**src/gld_pkg.sv**
```systemverilog
// Shared types and constants of the GIF LZW decoder.
package gld_pkg;

    localparam int TABLE_ENTRIES_DEF = 4096;
    localparam int MAX_CODE_BITS_DEF = 12;
    localparam int CODE_W            = 12;
    localparam int CNT_W             = 29;
    localparam int PTR_W             = 13;

    localparam logic [1:0] ACT_START = 2'd0;
    localparam logic [1:0] ACT_FEED  = 2'd1;
    localparam logic [1:0] ACT_END   = 2'd2;
    localparam logic [1:0] ACT_PULL  = 2'd3;

    localparam logic CFG_ROOT     = 1'b0;
    localparam logic CFG_EXPECTED = 1'b1;

    typedef enum logic [2:0] {
        ST_SYMBOL   = 3'd0,
        ST_ACCEPTED = 3'd1,
        ST_REFUSED  = 3'd2,
        ST_NEED     = 3'd3,
        ST_DONE     = 3'd4,
        ST_BAD      = 3'd5
    } t_status;

    typedef enum logic [1:0] {
        OUT_RUNNING = 2'd0,
        OUT_DONE    = 2'd1,
        OUT_BAD     = 2'd2
    } t_outcome;

    typedef enum logic [3:0] {
        OP_NONE, OP_LOAD, OP_START, OP_FEED, OP_ENDD, OP_TAKE, OP_CLEAR,
        OP_LIT, OP_WINIT, OP_WPUSH, OP_LAST, OP_FAIL, OP_FINISH, OP_POP
    } t_op;

    typedef struct packed {
        logic [1:0] action;
        logic [7:0] data_byte;
    } t_in;

    typedef struct packed {
        logic [7:0]       symbol;
        logic [2:0]       status;
        logic [CNT_W-1:0] symbols_so_far;
    } t_out;

    typedef struct packed {
        t_op     op;
        logic    emit;
        t_status st;
    } t_cmd;

    typedef struct packed {
        logic [1:0] action;
        t_outcome   outcome;
        logic       out_valid;
        logic       feed_refuse;
        logic       stack_empty;
        logic       root_ok;
        logic       bits_short;
        logic       end_seen;
        logic       finish_ok;
        logic       code_is_clear;
        logic       code_is_end;
        logic       prev_valid;
        logic       code_ge_clear;
        logic       code_gt_next;
        logic       walk_ge_clear;
        logic       walk_bad;
        logic       sp_full;
        logic       pop_bad;
    } t_dp_stat;

endpackage

```
**src/gld_ctrl.sv**
```systemverilog
// Controller state machine of the GIF LZW decoder.
module gld_ctrl import gld_pkg::*; (
    input  logic     i_clk,
    input  logic     i_rst_n,
    input  logic     i_in_valid,
    input  logic     i_out_ready,
    input  t_dp_stat i_stat,
    output logic     o_in_ready,
    output t_cmd     o_cmd
);

    typedef enum logic [3:0] {
        S_IDLE, S_ACT, S_DCHK, S_DCODE, S_WINIT, S_WRD, S_WDAT, S_LAST, S_POPCHK, S_SYM
    } t_state;

    t_state r_state, n_state;
    t_cmd   n_cmd;

    assign o_in_ready = (r_state == S_IDLE) && (!i_stat.out_valid || i_out_ready);
    assign o_cmd      = n_cmd;

    // Sequence one item: decide, decode codes, walk the chain, pop
    always_comb begin
        n_state = r_state;
        n_cmd   = '{op: OP_NONE, emit: 1'b0, st: ST_ACCEPTED};
        case (r_state)
            S_IDLE: begin
                if (i_in_valid && o_in_ready) begin
                    n_cmd.op = OP_LOAD;
                    n_state  = S_ACT;
                end
            end
            S_ACT: begin
                n_state = S_IDLE;
                case (i_stat.action)
                    ACT_START: begin
                        n_cmd = '{op: OP_START, emit: 1'b1, st: ST_ACCEPTED};
                    end
                    ACT_FEED: begin
                        if (i_stat.feed_refuse) begin
                            n_cmd = '{op: OP_NONE, emit: 1'b1, st: ST_REFUSED};
                        end else begin
                            n_cmd = '{op: OP_FEED, emit: 1'b1, st: ST_ACCEPTED};
                        end
                    end
                    ACT_END: begin
                        n_cmd = '{op: OP_ENDD, emit: 1'b1, st: ST_ACCEPTED};
                    end
                    default: begin
                        if (i_stat.outcome == OUT_DONE) begin
                            n_cmd = '{op: OP_NONE, emit: 1'b1, st: ST_DONE};
                        end else if (i_stat.outcome == OUT_BAD) begin
                            n_cmd = '{op: OP_NONE, emit: 1'b1, st: ST_BAD};
                        end else if (i_stat.stack_empty) begin
                            n_state = S_DCHK;
                        end else begin
                            n_state = S_POPCHK;
                        end
                    end
                endcase
            end
            S_DCHK: begin
                if (!i_stat.root_ok) begin
                    n_cmd   = '{op: OP_FAIL, emit: 1'b1, st: ST_BAD};
                    n_state = S_IDLE;
                end else if (i_stat.bits_short) begin
                    n_state = S_IDLE;
                    if (i_stat.end_seen) begin
                        n_cmd = '{op: OP_FINISH, emit: 1'b1,
                                  st: i_stat.finish_ok ? ST_DONE : ST_BAD};
                    end else begin
                        n_cmd = '{op: OP_NONE, emit: 1'b1, st: ST_NEED};
                    end
                end else begin
                    n_cmd.op = OP_TAKE;
                    n_state  = S_DCODE;
                end
            end
            S_DCODE: begin
                if (i_stat.code_is_clear) begin
                    n_cmd.op = OP_CLEAR;
                    n_state  = S_DCHK;
                end else if (i_stat.code_is_end) begin
                    n_cmd   = '{op: OP_FINISH, emit: 1'b1,
                                st: i_stat.finish_ok ? ST_DONE : ST_BAD};
                    n_state = S_IDLE;
                end else if (!i_stat.prev_valid) begin
                    if (i_stat.code_ge_clear) begin
                        n_cmd   = '{op: OP_FAIL, emit: 1'b1, st: ST_BAD};
                        n_state = S_IDLE;
                    end else begin
                        n_cmd.op = OP_LIT;
                        n_state  = S_POPCHK;
                    end
                end else if (i_stat.code_gt_next) begin
                    n_cmd   = '{op: OP_FAIL, emit: 1'b1, st: ST_BAD};
                    n_state = S_IDLE;
                end else begin
                    n_state = S_WINIT;
                end
            end
            S_WINIT: begin
                n_cmd.op = OP_WINIT;
                n_state  = S_WRD;
            end
            S_WRD: begin
                if (i_stat.walk_ge_clear) begin
                    if (i_stat.walk_bad) begin
                        n_cmd   = '{op: OP_FAIL, emit: 1'b1, st: ST_BAD};
                        n_state = S_IDLE;
                    end else begin
                        n_state = S_WDAT;
                    end
                end else if (i_stat.sp_full) begin
                    n_cmd   = '{op: OP_FAIL, emit: 1'b1, st: ST_BAD};
                    n_state = S_IDLE;
                end else begin
                    n_state = S_LAST;
                end
            end
            S_WDAT: begin
                n_cmd.op = OP_WPUSH;
                n_state  = S_WRD;
            end
            S_LAST: begin
                n_cmd.op = OP_LAST;
                n_state  = S_POPCHK;
            end
            S_POPCHK: begin
                if (i_stat.pop_bad) begin
                    n_cmd   = '{op: OP_FAIL, emit: 1'b1, st: ST_BAD};
                    n_state = S_IDLE;
                end else begin
                    n_cmd.op = OP_POP;
                    n_state  = S_SYM;
                end
            end
            S_SYM: begin
                n_cmd   = '{op: OP_NONE, emit: 1'b1, st: ST_SYMBOL};
                n_state = S_IDLE;
            end
            default: begin
                n_state = S_IDLE;
            end
        endcase
    end

    // Hold state
    always_ff @(posedge i_clk) begin
        if (!i_rst_n) begin
            r_state <= S_IDLE;
        end else begin
            r_state <= n_state;
        end
    end

endmodule

```
**config.mk**
```make
export PLATFORM = sky130hd
export DESIGN_NAME = gld_ctrl
export DESIGN_NICKNAME = d
export VERILOG_FILES = /design/src/gld_pkg.sv /design/src/gld_ctrl.sv
export SDC_FILE = /design/constraint.sdc
export NUM_CORES = 1
export LEC_CHECK = 0
export ABC_AREA = 1
export BUFFER_PORTS_ARGS = -buffer_cell sky130_fd_sc_hd__buf_2
export CAP_MARGIN = 30
export CELL_PAD_IN_SITES_DETAIL_PLACEMENT = 0
export CELL_PAD_IN_SITES_GLOBAL_PLACEMENT = 2
export CORE_UTILIZATION = 22
export CTS_BUF_LIST = sky130_fd_sc_hd__clkbuf_4 sky130_fd_sc_hd__clkbuf_8
export CTS_CLUSTER_SIZE = 30
export DETAILED_ROUTE_END_ITERATION = 10
export PLACE_DENSITY = 0.83
export SLEW_MARGIN = 20
export SYNTH_ARGS = -nofsm -noshare
export SYNTH_HDL_FRONTEND = slang
export SYNTH_SLANG_ARGS = --single-unit
```
**constraint.sdc**
```tcl
create_clock -name i_clk -period 4.3 [get_ports i_clk]
set_input_delay 1.29 -clock i_clk [delete_from_list [all_inputs] [get_ports i_clk]]
set_output_delay 1.29 -clock i_clk [all_outputs]
set_load 0.02 [all_outputs]
```
Word level (Yosys, flattened, before mapping)
Cells that the tools add are included.
Widths: inputs -> output; s select.
Cells by class
  eq/ne operators: 14
  muxes and demuxes: 41
  reductions and logical operators: 8
Operators by type and width (count)
  $mux 4: 20
  $mux 8: 8
  $pmux 4 s9: 1
  $pmux 4 s8: 1
  $pmux 4 s6: 1
  $pmux 7 s3: 1
  $eq 4x3->1 const B: 4
  $mux 3: 4
  $eq 4x2->1 const B: 2
  $eq 4x4->1 const B: 2
  $mux 6: 1
  $eq 2x1->1 const B: 2
  $eq 2x2->1 const B: 2
  $eq 4x1->1 const B: 1
  $logic_not 4->1: 1
  $mux 2: 2
  $reduce_or 3->1: 1
  $logic_and 1x1->1: 2
  $logic_not 2->1: 1
  $mux 1: 2
  $ne 2x1->1 const B: 1
  $reduce_or 2->1: 1
  $logic_not 1->1: 1
  $logic_or 1x1->1: 1
Storage, ports and cells
  flip-flop bits (word level): 4
  bits of input ports: 24
  output and inout bits: 9
  word-level logic and storage cells: 64

Longest topological paths before layout
  depth in word-level cells: 6
  depth in mapped cells: 8
  depth with buffers taken out: 8

Worst setup path before layout
No wires, ideal clock.
  path type: in2out
  from: input port i_stat[16] (netlist name)
  to: output port o_cmd[3] (netlist name)
  arrival: 1952 ps
  data required time: 3010 ps
  setup slack: 1058 ps
  stages on the path: 7
  buffers on the path: 0
  cell sequence: inv_1 > ha_1 > nand2_1 > nand2_1 > nand2_1 > nor2_1 > nand2_1
RTL lines
  start, declared: line gld_ctrl.sv:7  | input t_dp_stat i_stat,
  end, declared: line gld_ctrl.sv:9  | output t_cmd o_cmd

==> flow_summary.json <==
{
  "grt_usage_pct": 14.05,
  "largest_reg_flops": 4,
  "yosys.area.top_type_share_pct": 24.83,
  "area_growth_syn_to_layout_pct": 32.09,
  "biggestRegsByFlops": "r_state x4",
  "cp-start-kind": "input pin",
  "firstDrtPassIters": 4,
  "die_area_sq_um": 3603,
  "maxSlewViolCount": 0,
  "period_needed_ns": 3.467,
  "die_width_um": 60.03,
  "post-cts-setup-buffer-count": 0,
  "worst_slew_pin_slew_ns": 0.3209,
  "path_class": "input pin to output port",
  "final_cells": 239,
  "syn_nets": 186,
  "synth-seq-cells": 4,
  "diodes": 0,
  "drtAntennaViolNets": 0,
  "cp.arrival_ns": 2.18,
  "postRouteWirelength_mm": 2.319,
  "rsz0062_at_grt": "false",
  "n_fill_cell": 384,
  "core-area_sq_um": 3128,
  "powerDensity_nw_per_um2": 154.9,
  "grt_max_degree": 8,
  "routedWlPerCell_um": 9.703,
  "maxCapViolCount": 0,
  "gp_congestion": 0.8119,
  "drc": 0,
  "hold_violations": 0,
  "seqCellArea_sq_um": 80.08,
  "initial_core_util_pct": 23.68,
  "portBuffers": 32,
  "worstSetupEndpointType": "output port",
  "max_slew_margin_pct": 78.53,
  "synth_area_per_cell_sq_um": 4.629,
  "finalNetCount": 223,
  "grt_first_pass_wirelength_mm": 3.912,
  "drive_gt1_share_pct": 19.49,
  "ys_top_cells_by_area": "nand2_1, nor2_1, inv_1",
  "required_ns": 3.01,
  "dieHeight_um": 60.03,
  "grt.overflow.total": 0,
  "viasPerCell": 4.347,
  "cts-root-buf": "clkbuf_4",
  "drt_iter0_drc": 68,
  "critPathMaxFanout": 2,
  "top_register": "r_state",
  "syn_inst": 160,
  "r2r_slack_ns": 3.06,
  "row_count": 20,
  "yosysTopAreaCell": "nand2_1",
  "cts_sinks": 4,
  "multiInputGateArea_sq_um": 559.3,
  "path_clk_slew_ns": 0.04,
  "ys_seq_area_share_pct": 10.81,
  "tritoncts": "built",
  "clock.fmax_mhz": 288.5,
  "status": "finished, final reports clean",
  "dpl.cell_count": 236,
  "hold_buffers": 0,
  "io_pins": 33,
  "num_vias": 1039,
  "peakVddDrop_mv": 0.08059,
  "htreeDepth": 1,
  "cts_resized": 0,
  "antenna_found_initial": 0,
  "hp-class": "flip-flop to flip-flop",
  "final_util_pct": 31.28,
  "p_leak_uw": 0.0006144,
  "post-route-period-util_pct": 80.62,
  "synth_cell_type_count": 16,
  "first_global_vias": 990,
  "yosys_warnings": 0,
  "dpl.hpwl_mm": 2.037,
  "clk_latency_ns": 0.23,
  "finClkSkew_ns": 0.0004739,
  "cts_max_path_buffers": 2,
  "numCtsBuffers": 3,
  "final-setup-viol-count": 0,
  "tns_ns": 0,
  "netlist_area_sq_um": 740.7
}
## metrics by stage
step	area (sq um)	power [uW]	worst slack, ns	hold WS, ns
final	978.4	151.6	0.8334	0.7044
after global routing	978.4	167.7	0.6771	0.7516
after CTS	978.4	155.2	0.8286	0.6991
after detailed placement	955.9	106.7	0.8338	0.6951
after global placement	955.9	106.8	0.8343	0.7003
after floorplan	740.7	80.52	1.058	0.6211
## final timing paths
| kind | startpoint | endpoint | depth (start not counted) |
|---|---|---|---|
| hold / removal | r_state[3] | r_state[0] | 3 |
| hold reg to reg | r_state[3] | r_state[0] | 3 |
| setup / recovery | i_stat[17] | o_cmd[0] | 9 |
| setup reg to reg | r_state[0] | r_state[3] | 5 |
## cell type report
type | count | area share (%)
clock buffer | 3 | 2.302
inverter | 27 | 10.36
timing repair buffer | 32 | 16.37
sequential | 4 | 8.184
tap | 44 | 5.627
multi-input combinational | 129 | 57.16
## metal layers
layer | GRT usage (%) | up-vias | routed length [um]
li1 | - | 568 | -
met1 | 18.78 | 437 | 1147
met2 | 23.49 | 32 | 1020
met3 | 0.8658 | 2 | 132
met4 | 5.316 | 0 | 19
met5 | 0 | - | 0
## worst max-delay path: stages
cell and delay, ns:
buf_2 0.11, inv_1 0.05, ha_1 0.15, inv_1 0.05, o21ai_0 0.16, nor2_1 0.06
nor2_1 0.10, nand2_1 0.06, buf_2 0.15
## cells in the mapped netlist
| library cell | number |
|---|---|
| nor3_1 | 2 |
| nor2_1 | 42 |
| o21bai_1 | 1 |
| inv_2 | 1 |
| nand3b_1 | 1 |
| a21oi_1 | 6 |
| nand4_1 | 3 |
| inv_1 | 26 |
| dfxtp_1 | 4 |
| o21ai_0 | 6 |
| nor2_2 | 2 |
| ha_1 | 2 |
| o22ai_1 | 1 |
| o21ai_1 | 1 |
| nand2_1 | 49 |
| nand3_1 | 13 |
## cell usage in the layout (no fill, tap or decap)
cell and instances:
a21oi_1 6, buf_2 32, clkbuf_4 3, dfxtp_1 4, ha_1 2, inv_1 26, inv_2 1, nand2_1 49
nand3_1 13, nand3b_1 1, nand4_1 3, nor2_1 42, nor2_2 2, nor3_1 2, o21ai_0 6, o21ai_1 1
o21bai_1 1, o22ai_1 1
## where the power goes
part | internal (uW) | total, uW | switching (uW) | leakage (uW)
combinational | 24.7 | 65.6 | 41.0 | 0.000568
clock | 31.2 | 45.7 | 14.5 | 0.0000138
sequential | 38.5 | 40.2 | 1.68 | 0.0000325
## kinds of logic after synthesis
| logic type | share of synthesized area [%] |
|---|---|
| AO/OA/AOI/OAI | 10.64 |
| adder cells (fa/ha/maj) | 3.378 |
| buffers and inverters | 13.68 |
| flip-flops | 10.81 |
| AND/OR/NAND/NOR | 61.49 |
Power figures use the tool's default switching activity.
